**config.mk**
```make
export PLATFORM = sky130hd
export DESIGN_NAME = breakpoint_match_table
export DESIGN_NICKNAME = d
export VERILOG_FILES = /design/src/sv/bmt_pkg.sv /design/src/sv/bmt_ram.sv /design/src/sv/bmt_ctrl.sv /design/src/sv/bmt_dp.sv /design/src/sv/breakpoint_match_table.sv
export SDC_FILE = /design/constraint.sdc
export NUM_CORES = 2
export LEC_CHECK = 0
export BUFFER_PORTS_ARGS = -buffer_cell sky130_fd_sc_hd__buf_2
export CORE_UTILIZATION = 46
export DETAILED_ROUTE_END_ITERATION = 10
export PLACE_DENSITY = 0.62
export SYNTH_ARGS = -nofsm -noshare
export SYNTH_HDL_FRONTEND = slang
export SYNTH_HIERARCHICAL = 1
export SYNTH_MEMORY_MAX_BITS = 65536
export SYNTH_SLANG_ARGS = --single-unit
```
**constraint.sdc**
```tcl
create_clock -name aclk -period 7.7 [get_ports aclk]
set_clock_uncertainty 0.05 [all_clocks]
set_input_delay 0.77 -clock aclk [delete_from_list [all_inputs] [get_ports aclk]]
set_output_delay 0.77 -clock aclk [all_outputs]
set_load 0.005 [all_outputs]
```
**src/sv/bmt_pkg.sv**
```systemverilog
// Shared types, codes and constants of the breakpoint match table.
package bmt_pkg;

    localparam int DEF_ENTRIES = 128;

    localparam int FUNC_W   = 2;
    localparam int DATA_W   = 16;
    localparam int STATUS_W = 2;
    localparam int KIND_W   = 2;

    // Slot word: {is_line, block, key}; key is the offset of a location slot
    // or the line of a line slot.
    localparam int ENTRY_W  = 1 + 2 * DATA_W;

    localparam logic [FUNC_W-1:0] FUNC_ADD_LINE = 2'd0;
    localparam logic [FUNC_W-1:0] FUNC_ADD_LOC  = 2'd1;
    localparam logic [FUNC_W-1:0] FUNC_FETCH    = 2'd2;

    localparam logic [STATUS_W-1:0] ST_ADDED = 2'd0;
    localparam logic [STATUS_W-1:0] ST_FULL  = 2'd1;
    localparam logic [STATUS_W-1:0] ST_FETCH = 2'd2;

    localparam logic [KIND_W-1:0] KIND_NONE = 2'd0;
    localparam logic [KIND_W-1:0] KIND_LOC  = 2'd1;
    localparam logic [KIND_W-1:0] KIND_LINE = 2'd2;

    typedef enum logic [1:0] {
        FSM_IDLE,
        FSM_SCAN,
        FSM_DRAIN,
        FSM_RESULT
    } fsm_state_t;

    typedef struct packed {
        logic capture;
        logic rd_en;
        logic load_out;
    } ctrl_cmd_t;

    typedef struct packed {
        logic in_scan;
        logic scan_last;
        logic out_free;
    } dp_stat_t;

endpackage

```
**src/sv/bmt_ram.sv**
```systemverilog
// Generic single-write, single-read RAM with registered read data.
module bmt_ram #(
    parameter int WIDTH = 8,
    parameter int DEPTH = 16
) (
    input  logic                                       clk,
    input  logic                                       we,
    input  logic [((DEPTH > 1) ? $clog2(DEPTH) : 1)-1:0] waddr,
    input  logic [WIDTH-1:0]                           wdata,
    input  logic                                       re,
    input  logic [((DEPTH > 1) ? $clog2(DEPTH) : 1)-1:0] raddr,
    output logic [WIDTH-1:0]                           rdata
);

    logic [WIDTH-1:0] mem_reg [DEPTH];
    logic [WIDTH-1:0] rdata_reg;

    always_ff @(posedge clk) begin
        if (we) begin
            mem_reg[waddr] <= wdata;
        end
        if (re) begin
            rdata_reg <= mem_reg[raddr];
        end
    end

    assign rdata = rdata_reg;

endmodule

```
**src/sv/bmt_ctrl.sv**
```systemverilog
// Controller state machine: sequences capture, slot scan and result load.
module bmt_ctrl (
    input  logic               aclk,
    input  logic               aresetn,
    input  logic               s_valid,
    output logic               s_ready,
    input  bmt_pkg::dp_stat_t  stat,
    output bmt_pkg::ctrl_cmd_t cmd
);

    import bmt_pkg::*;

    fsm_state_t state_reg;
    fsm_state_t state_next;

    always_ff @(posedge aclk) begin
        if (!aresetn) begin
            state_reg <= FSM_IDLE;
        end else begin
            state_reg <= state_next;
        end
    end

    always_comb begin
        state_next = state_reg;
        case (state_reg)
            FSM_IDLE: begin
                if (s_valid) begin
                    state_next = stat.in_scan ? FSM_SCAN : FSM_RESULT;
                end
            end
            FSM_SCAN: begin
                if (stat.scan_last) begin
                    state_next = FSM_DRAIN;
                end
            end
            FSM_DRAIN: begin
                state_next = FSM_RESULT;
            end
            FSM_RESULT: begin
                if (stat.out_free) begin
                    state_next = FSM_IDLE;
                end
            end
            default: begin
                state_next = FSM_IDLE;
            end
        endcase
    end

    always_comb begin
        s_ready      = 1'b0;
        cmd.capture  = 1'b0;
        cmd.rd_en    = 1'b0;
        cmd.load_out = 1'b0;
        case (state_reg)
            FSM_IDLE: begin
                s_ready     = 1'b1;
                cmd.capture = s_valid;
            end
            FSM_SCAN: begin
                cmd.rd_en = 1'b1;
            end
            FSM_RESULT: begin
                cmd.load_out = stat.out_free;
            end
            default: begin
                s_ready = 1'b0;
            end
        endcase
    end

endmodule

```
**src/sv/bmt_dp.sv**
```systemverilog
// Datapath: item capture, slot RAM, fill count, compare and result register.
module bmt_dp #(
    parameter int ENTRIES = bmt_pkg::DEF_ENTRIES
) (
    input  logic                           aclk,
    input  logic                           aresetn,
    input  bmt_pkg::ctrl_cmd_t             cmd,
    output bmt_pkg::dp_stat_t              stat,
    input  logic [bmt_pkg::FUNC_W-1:0]     s_func,
    input  logic [bmt_pkg::DATA_W-1:0]     s_line_number,
    input  logic [bmt_pkg::DATA_W-1:0]     s_code_block,
    input  logic [bmt_pkg::DATA_W-1:0]     s_code_offset,
    input  logic                           s_has_source,
    input  logic                           s_line_known,
    output logic                           m_valid,
    input  logic                           m_ready,
    output logic [bmt_pkg::STATUS_W-1:0]   m_status,
    output logic                           m_hit,
    output logic [bmt_pkg::KIND_W-1:0]     m_hit_kind,
    output logic [bmt_pkg::DATA_W-1:0]     m_hit_offset,
    output logic [bmt_pkg::DATA_W-1:0]     m_hit_line
);

    import bmt_pkg::*;

    localparam int AW = (ENTRIES > 1) ? $clog2(ENTRIES) : 1;
    localparam int CW = $clog2(ENTRIES + 1);

    // captured item
    logic [FUNC_W-1:0] func_reg;
    logic [DATA_W-1:0] line_reg;
    logic [DATA_W-1:0] block_reg;
    logic [DATA_W-1:0] offset_reg;
    logic              has_src_reg;
    logic              known_reg;

    logic [CW-1:0]     count_reg;
    logic [AW-1:0]     idx_reg;
    logic              rd_vld_reg;
    logic              loc_hit_reg;
    logic              line_hit_reg;
    logic [DATA_W-1:0] last_line_reg;

    logic                m_valid_reg;
    logic [STATUS_W-1:0] m_status_reg;
    logic [KIND_W-1:0]   m_kind_reg;
    logic [DATA_W-1:0]   m_off_reg;
    logic [DATA_W-1:0]   m_line_reg;

    logic [DATA_W-1:0]  eff_off;
    logic [DATA_W-1:0]  eff_line;
    logic [ENTRY_W-1:0] rdata;
    logic [ENTRY_W-1:0] wdata;
    logic               rd_is_line;
    logic [DATA_W-1:0]  rd_block;
    logic [DATA_W-1:0]  rd_key;
    logic               loc_match;
    logic               line_match;
    logic               full;
    logic               is_add;
    logic               ram_we;
    logic [STATUS_W-1:0] res_status;
    logic [KIND_W-1:0]   res_kind;

    assign eff_off  = known_reg ? offset_reg : '0;
    assign eff_line = known_reg ? line_reg : '0;
    assign full     = (count_reg == CW'(ENTRIES));
    assign is_add   = (func_reg == FUNC_ADD_LINE) || (func_reg == FUNC_ADD_LOC);
    assign ram_we   = cmd.load_out && is_add && !full;

    assign wdata = (func_reg == FUNC_ADD_LINE) ? {1'b1, {DATA_W{1'b0}}, line_reg}
                                               : {1'b0, block_reg, offset_reg};

    bmt_ram #(
        .WIDTH (ENTRY_W),
        .DEPTH (ENTRIES)
    ) u_slots (
        .clk   (aclk),
        .we    (ram_we),
        .waddr (count_reg[AW-1:0]),
        .wdata (wdata),
        .re    (cmd.rd_en),
        .raddr (idx_reg),
        .rdata (rdata)
    );

    assign rd_is_line = rdata[ENTRY_W-1];
    assign rd_block   = rdata[2*DATA_W-1:DATA_W];
    assign rd_key     = rdata[DATA_W-1:0];
    assign line_match = rd_is_line && (rd_key != '0) && (rd_key == eff_line);
    assign loc_match  = !rd_is_line && (rd_block == block_reg) && (rd_key == eff_off);

    assign stat.in_scan   = (s_func == FUNC_FETCH) && s_has_source && (count_reg != '0);
    assign stat.scan_last = (CW'(idx_reg) == count_reg - CW'(1));
    assign stat.out_free  = !m_valid_reg || m_ready;

    always_comb begin
        res_status = ST_FETCH;
        res_kind   = KIND_NONE;
        case (func_reg)
            FUNC_ADD_LINE, FUNC_ADD_LOC: begin
                res_status = full ? ST_FULL : ST_ADDED;
            end
            FUNC_FETCH: begin
                if (has_src_reg) begin
                    if (loc_hit_reg) begin
                        res_kind = KIND_LOC;
                    end else if (line_hit_reg && (eff_line != '0)
                                 && (eff_line != last_line_reg)) begin
                        res_kind = KIND_LINE;
                    end
                end
            end
            default: begin
                res_status = ST_FETCH;
            end
        endcase
    end

    // control state
    always_ff @(posedge aclk) begin
        if (!aresetn) begin
            count_reg     <= '0;
            idx_reg       <= '0;
            rd_vld_reg    <= 1'b0;
            loc_hit_reg   <= 1'b0;
            line_hit_reg  <= 1'b0;
            last_line_reg <= '0;
            m_valid_reg   <= 1'b0;
        end else begin
            rd_vld_reg <= cmd.rd_en;
            if (cmd.capture) begin
                idx_reg      <= '0;
                loc_hit_reg  <= 1'b0;
                line_hit_reg <= 1'b0;
            end else begin
                if (cmd.rd_en) begin
                    idx_reg <= idx_reg + AW'(1);
                end
                if (rd_vld_reg) begin
                    loc_hit_reg  <= loc_hit_reg || loc_match;
                    line_hit_reg <= line_hit_reg || line_match;
                end
            end
            if (ram_we) begin
                count_reg <= count_reg + CW'(1);
            end
            if (cmd.load_out && (res_kind == KIND_LINE)) begin
                last_line_reg <= eff_line;
            end
            if (cmd.load_out) begin
                m_valid_reg <= 1'b1;
            end else if (m_ready) begin
                m_valid_reg <= 1'b0;
            end
        end
    end

    // payload
    always_ff @(posedge aclk) begin
        if (cmd.capture) begin
            func_reg    <= s_func;
            line_reg    <= s_line_number;
            block_reg   <= s_code_block;
            offset_reg  <= s_code_offset;
            has_src_reg <= s_has_source;
            known_reg   <= s_line_known;
        end
        if (cmd.load_out) begin
            m_status_reg <= res_status;
            m_kind_reg   <= res_kind;
            m_off_reg    <= (res_kind != KIND_NONE) ? eff_off : '0;
            m_line_reg   <= (res_kind != KIND_NONE) ? eff_line : '0;
        end
    end

    assign m_valid      = m_valid_reg;
    assign m_status     = m_status_reg;
    assign m_hit        = (m_kind_reg != KIND_NONE);
    assign m_hit_kind   = m_kind_reg;
    assign m_hit_offset = m_off_reg;
    assign m_hit_line   = m_line_reg;

endmodule

```
**src/sv/breakpoint_match_table.sv**
```systemverilog
// Top level of the breakpoint match table: controller plus datapath.
//
// Usage: one input channel (s_*) carries items, one result channel (m_*)
// carries results; both transfer on valid and ready high at a rising edge.
// Every item yields exactly one result, in order.
//   s_func = add line / add location: store the breakpoint in the next free
//     slot (slots fill in order and are never freed); status reports added
//     or table full.
//   s_func = fetch: walk the filled slots through the slot RAM, one slot per
//     cycle, then report a location hit, a new-line hit or a miss. The walk
//     is skipped when no slot is filled or the fetch has no source; the
//     slot RAM has a single read port, so slots are read one at a time.
// One item is in work at a time; s_ready is high while the controller idles.
// The result register decouples the sides: the next item transfers while a
// result still waits, and a stalled receiver only holds back the result
// load of the following item.
// Reset (aresetn low, synchronous) empties the table at once via the fill
// count, clears the last break line and drops any pending result; no
// clearing pass is needed.
module breakpoint_match_table #(
    parameter int ENTRIES = bmt_pkg::DEF_ENTRIES
) (
    input  logic                         aclk,
    input  logic                         aresetn,
    input  logic                         s_valid,
    output logic                         s_ready,
    input  logic [bmt_pkg::FUNC_W-1:0]   s_func,
    input  logic [bmt_pkg::DATA_W-1:0]   s_line_number,
    input  logic [bmt_pkg::DATA_W-1:0]   s_code_block,
    input  logic [bmt_pkg::DATA_W-1:0]   s_code_offset,
    input  logic                         s_has_source,
    input  logic                         s_line_known,
    output logic                         m_valid,
    input  logic                         m_ready,
    output logic [bmt_pkg::STATUS_W-1:0] m_status,
    output logic                         m_hit,
    output logic [bmt_pkg::KIND_W-1:0]   m_hit_kind,
    output logic [bmt_pkg::DATA_W-1:0]   m_hit_offset,
    output logic [bmt_pkg::DATA_W-1:0]   m_hit_line
);

    import bmt_pkg::*;

    // commands down to the datapath, status back up
    ctrl_cmd_t cmd;
    dp_stat_t  stat;

    // sequence capture, slot walk and result load
    bmt_ctrl u_ctrl (
        .aclk    (aclk),
        .aresetn (aresetn),
        .s_valid (s_valid),
        .s_ready (s_ready),
        .stat    (stat),
        .cmd     (cmd)
    );

    // hold the slots, compare and register the result
    bmt_dp #(
        .ENTRIES (ENTRIES)
    ) u_dp (
        .aclk          (aclk),
        .aresetn       (aresetn),
        .cmd           (cmd),
        .stat          (stat),
        .s_func        (s_func),
        .s_line_number (s_line_number),
        .s_code_block  (s_code_block),
        .s_code_offset (s_code_offset),
        .s_has_source  (s_has_source),
        .s_line_known  (s_line_known),
        .m_valid       (m_valid),
        .m_ready       (m_ready),
        .m_status      (m_status),
        .m_hit         (m_hit),
        .m_hit_kind    (m_hit_kind),
        .m_hit_offset  (m_hit_offset),
        .m_hit_line    (m_hit_line)
    );

endmodule

```
Word level (Yosys, flattened, before mapping)
Memory sizes are Yosys's and may differ from the RTL's. A register that Yosys moved wholly into a read port is not among the register bits.
Cells that the tools add are included.
- register bits after elaboration: 125
- memories: 1
- bits in writable memories: 4224
- bits of input ports: 56
- multiplexer cells: 21
- $add $sub $neg: 3
- reductions and logical operators: 29
- equal/unequal tests: 16
- bitwise logic cells: 1
- memories (memory ; words ; width ; read ports ; clocked after memory_dff ; wr ports ; line ; RTL):
    u_dp.u_slots.mem_reg ; 128 ; 33 ; 1 ; 1 ; 1 ; bmt_ram.sv:15 ; logic [WIDTH-1:0] mem_reg [DEPTH];
- operators by type and width (operator ; count):
    $eq A16 B16 Y1 ; 3
    $mux W33 ; 1
    $mux W16 ; 2
    $reduce_bool A16 Y1 ; 2
    $mux W2 ; 8
    $ne A16 B16 Y1 ; 1
    $logic_and A1 B1 Y1 ; 11
    $eq A2 B2 Y1 const B ; 5
    $mux W1 ; 9
    $add A8 B1 Y8 const B ; 1
    $eq A7 B8 Y1 ; 1
    $eq A8 B8 Y1 const B ; 1
    $pmux W2 S4 ; 1
    $reduce_bool A8 Y1 ; 1
    $sub A8 B1 Y8 const B ; 1
    $add A7 B1 Y7 const B ; 1
    $reduce_bool A2 Y1 ; 3
    $eq A2 B1 Y1 const B ; 2
    $logic_not A2 Y1 ; 2
    $logic_or A1 B1 Y1 ; 4
    $ne A2 B2 Y1 const B ; 2
    $reduce_or A2 Y1 ; 2
    $logic_not A1 Y1 ; 3
    $reduce_and A3 Y1 ; 1
    2 further kinds ; 2

Longest topological paths before layout
- depth after elaboration: 10
- mapped depth: 10

Cells and area by module
The synthesis kept the hierarchy.
- modules (own cells, without submodules) (module ; instances ; cells an instance ; area an instance (um^2)):
    bmt_ram ; 1 ; 6171 ; 161461.1
    bmt_dp ; 1 ; 605 ; 6318.6
    bmt_ctrl ; 1 ; 22 ; 195.2

Worst setup path before layout
OpenSTA, ideal clock, no wires.
- kind: flip-flop to flip-flop
- from: register u_dp.func_reg[1]
- to: memory u_dp/u_slots/mem_reg[0][7] (netlist name), data pin
- required time: 6454 ps
- stages on the path, launching flop included: 5
- data arrival time: 7243 ps
- slack: -790 ps
- setup time: 1196 ps
- clock period less this slack: 8490 ps
- path through: edfxtp_1 -> nor2_1 -> clkbuf_1 -> clkbuf_1 -> o21ai_0
- cells in the longest elaborated chain, start to end: 2
- RTL lines (item ; line ; RTL):
    start: declaration ; bmt_dp.sv:30 ; logic [FUNC_W-1:0] func_reg;
    start signal: assignment ; bmt_dp.sv:162 ; func_reg <= s_func;
    $logic_not A2 Y1 ; bmt_dp.sv:71 ; assign wdata = (func_reg == FUNC_ADD_LINE) ? {1'b1, {DATA_W{1'b0}}, line_reg}
    $mux W33 ; bmt_dp.sv:71 ;
    net u_dp.wdata[7] ; bmt_dp.sv:53 ; logic [ENTRY_W-1:0] wdata;
    end: declaration ; bmt_ram.sv:15 ;
The timed path passes the listed nets, and every way through them passes these cells.

Worst setup path after layout
- from: register u_dp.count_reg[0]
- to: memory u_dp/u_slots/mem_reg[39][14] (netlist name) (enable)
- cells in the longest elaborated chain, start to end: 5
- RTL lines (item ; line ; RTL):
    start: declaration ; bmt_dp.sv:37 ; logic [CW-1:0] count_reg;
    start signal: assignment ; bmt_dp.sv:146 ; count_reg <= count_reg + CW'(1);
    $eq A8 B8 Y1 ; bmt_dp.sv:67 ; assign full = (count_reg == CW'(ENTRIES));
    $logic_not A1 Y1 ; bmt_dp.sv:69 ; assign ram_we = cmd.load_out && is_add && !full;
    $logic_and A1 B1 Y1 ; bmt_dp.sv:69 ;
    net u_dp.ram_we ; bmt_dp.sv:61 ; logic ram_we;
    $mux W1 ; bmt_ram.sv:19 ; if (we) begin
    $mux W1 (implied by the code) ; bmt_ram.sv:20 ; mem_reg[waddr] <= wdata;
The timed path passes the listed nets, and every way through them passes these cells.

==> summary.md <==
| Metric | Value |
|---|---|
| Slew at the pin closest to its max-slew limit | `1.32 ns` |
| Hold WC Path Type | `input pin to register` |
| Max Used Layer | `met5` |
| Post-synthesis compound-gate area fraction | `less than 1%` |
| Worst reg-to-reg path cell count | `7` |
| Utilization after layout | `52.4%` |
| Final setup viols | `0` |
| Core area | `0.363 mm²` |
| Final GP Congestion | `roughly 0.87` |
| Clk Latency, worst-skew pair | `0.99 ns` |
| Final WL | `~420 mm` |
| Final instance area | `between 0.15 and 0.2 mm²` |
| CTS tree | `built` |
| Simple-gate share of the synthesized area | `1.22%` |
| Power Density | `roughly 300 mW/mm²` |
| Number of distinct library cells after synthesis | `65` |
| First-pass GRT wire length | `between 500 and 600 mm` |
| TritonRoute pass-1 iters | `7` |
| Worst setup EP type | `register` |
| Synth Area in Adders | `0.0521%` |
| Metal2 WL | `195 mm` |
| Routed Antenna Nets | `0` |
| Die H | `606 µm` |
| Sequential-to-total area share from yosys stat | `78.1%` |
| Syn-to-layout area delta | `13.1%` |
| Largest net degree at the start of global routing | `approximately 140` |
| Clock buffer depth | `4` |
| Drt via density | `slightly above 6` |
| DRT iter0 DRCs | `10300` |
| WHS Endpoint | `u_dp/block_reg[1]` |
| Post-synth EDFFs | `roughly 4300` |
| Post-DP HPWL | `251 mm` |
| XOR/XNOR Fraction of Synth Area | `less than 1%` |
| Clk root buf | `clkbuf_16` |
| Clock sinks | `4382` |
| Initial antenna violation count | `50` |
| Min cycle time layout | `~5.1 ns` |
| Status | `finished clean` |
| Fin. Hold Viols | `0` |
| DRC | `0` |
| RSZ-0062 raised after global routing | `no` |
| DP Area | `about 0.18 mm²` |
| Worst Setup Start Kind | `register` |
| Die area | `0.368 mm²` |
| Crit-path max FO | `33` |
| Final nets | `7236` |
| Max cap viols | `0` |
| Synth Cell Area | `between 0.15 and 0.2 mm²` |
| Worst slew margin | `between 10 and 15%` |
| Multiplexer share of the synthesized area | `19.0%` |
| Tcrit/Tclk final | `66.2%` |
| Num CTS Buffers | `433` |
| Die width | `606 µm` |
| Wire length per cell | `34.3 µm` |
| Avg Cell Area, Syn | `between 20 and 25 µm²` |
| Warnings from Yosys | `6` |
| Reg-to-reg critical path endpoint | `u_dp/u_slots/mem_reg[39][14]` |
| Synthesized Nets | `roughly 6900` |
| Vias in the first global route | `75300` |
| Vias after detailed routing | `76700` |
| WP data required | `8.21 ns` |
| Number of port buffers | `94` |
| Arrival time worst endpoint | `5.60 ns` |
| Clock transition at path regs | `0.06 ns` |
| Yosys reg bits | `4382` |
| Top-level port count | `95` |
| Core Rows | `221` |
| Initial core utilization | `46.3%` |
| Fin. max-slew vios | `0` |
| Hold path startpoint | `s_code_block[1]` |
| Met3 WL | `approximately 40 mm` |
| Final Hold Slack | `~0.06 ns` |
| Largest family of logic cells by synthesized area | `multiplexers` |
| All-Layer GR Usage | `between 20 and 25%` |
| Post-synth top flop | `edfxtp_1` |
| R2R Setup Slk | `roughly 2.6 ns` |
| VDD IR-drop max | `0.188 mV` |
| Standby leakage power | `56.4 nW` |
| Layout cells sized above 1 | `between 30 and 40%` |
| Post-CTS setup buffers | `0` |
| Metal1 wirelength | `173 mm` |
| Fmax | `0.196 GHz` |
| Max reg flops | `between 4000 and 5000` |
| Critical R2R Launch | `u_dp/count_reg[0]` |
| Fraction of registers with async set or reset after synthesis | `0%` |
| Total grt overflow | `0` |
| Worst Setup Path Type | `register to register` |
| Hold Path Depth | `1` |
| Cell count after synthesis | `6798` |
| H-tree Lvls | `5` |
through the flow:
step                cells  worst slack [ns]  power, W  setup TNS (ns)
CTS                 12300              2.67    0.0565               0
finish              12400              2.61    0.0561               0
floorplan            6798            -0.281    0.0331         -144.06
global placement    11500              2.20    0.0358               0
global route        12300              2.46    0.0576               0
detailed placement  11500              2.19    0.0360               0
logic make-up (layout without fill, tap and decap cells):
logic type      count (synthesis)  in the layout
mux                          1451           1451
xor+xnor                       54             54
flops                        4382           4382
compound gates                 76             76
other cells                     0             21
buf+inv                       396           1135
fa+ha+maj                       7              7
simple gates                  432            432
routing by layer:
metal	GRT usage (%)	vias to the layer above
met5	0	-
met4	7.66	2
met3	4.34	543
met2	34.4	3812
met1	34.4	42000
li1	-	30300
critical path, stage by stage, from the launching register on:
cell and delay, ns:
dfxtp_1 0.31, buf_4 0.33, inv_1 0.16, ha_1 0.31, a41oi_2 0.75, nand4_1 1.12
buf_4 0.63, nor2_4 0.94
cells in the final DEF (no fill, tap or decap), types with 20 or more instances in the layout:
cell / count
buf_12: 25
nand3_1: 33
clkbuf_1: 93
xnor2_1: 24
inv_1: 24
bufinv_16: 37
nor2_1: 62
mux2i_1: 20
xor2_1: 30
buf_4: 159
diode_2: 21
mux4_2: 1386
clkinv_2: 88
dfxtp_1: 30
clkbuf_16: 440
mux2_2: 34
nand2_1: 88
buf_2: 94
nor2_4: 120
edfxtp_1: 4345
dlygate4sd3_1: 33
clkinv_1: 104
repair_timing:
| item | CTS | global route |
|---|---|---|
| endpoints found under the hold margin | 33 | 0 |
| gates resized for setup | 0 | 0 |
| hold buffers | 33 | 0 |
worst max path at each step:
stage                           start                       endpoint  depth (start not counted)  slack (ns)
global route        u_dp/count_reg[1]   u_dp/u_slots/mem_reg[39][14]                          6        2.46
floorplan            u_dp/func_reg[1]     u_dp/u_slots/mem_reg[0][9]                          4       -0.28
detailed placement            m_ready  u_dp/u_slots/mem_reg[119][17]                          9        2.19
finish              u_dp/count_reg[0]   u_dp/u_slots/mem_reg[39][14]                          7        2.61
global placement              m_ready   u_dp/u_slots/mem_reg[119][9]                          9        2.20
CTS                 u_dp/count_reg[0]   u_dp/u_slots/mem_reg[39][17]                          7        2.67
cells in the mapped netlist, types with 8 or more instances:
cell / number / share of area [%]
a21oi_1: 8 / 0.024
and2_1: 9 / 0.034
buf_1: 47 / 0.11
buf_2: 103 / 0.31
clkbuf_1: 207 / 0.46
dfxtp_1: 37 / 0.44
edfxtp_1: 4345 / 78
inv_1: 24 / 0.054
mux2_2: 45 / 0.30
mux2i_1: 20 / 0.12
mux4_2: 1386 / 19
nand2_1: 88 / 0.20
nand3_1: 37 / 0.11
nand4_1: 16 / 0.060
nor2_1: 182 / 0.41
nor2b_1: 25 / 0.093
nor3_1: 24 / 0.072
nor4_1: 11 / 0.041
nor4bb_1: 8 / 0.048
o21ai_0: 21 / 0.063
o22ai_1: 10 / 0.037
xnor2_1: 24 / 0.13
xor2_1: 30 / 0.16
cell type report:
type / count / area [µm²]
Inverter: 25 / 93.8
Clock inverter: 262 / 2390
Sequential cell: 4382 / 131000
Multi-Input combinational cell: 2020 / 36300
Timing Repair Buffer: 311 / 2490
Fill cell: 27300 / 173000
Clock buffer: 537 / 11400
Antenna cell: 21 / 52.6
Tap cell: 4794 / 6000
power breakdown:
part / internal (W) / switching (W) / total [W]
Sequential: 0.0278 / 0.000300 / 0.0281
Clock: 0.0117 / 0.00887 / 0.0206
Combinational: 0.00264 / 0.00469 / 0.00733
Note: power is estimated with default switching activity, not from simulation.
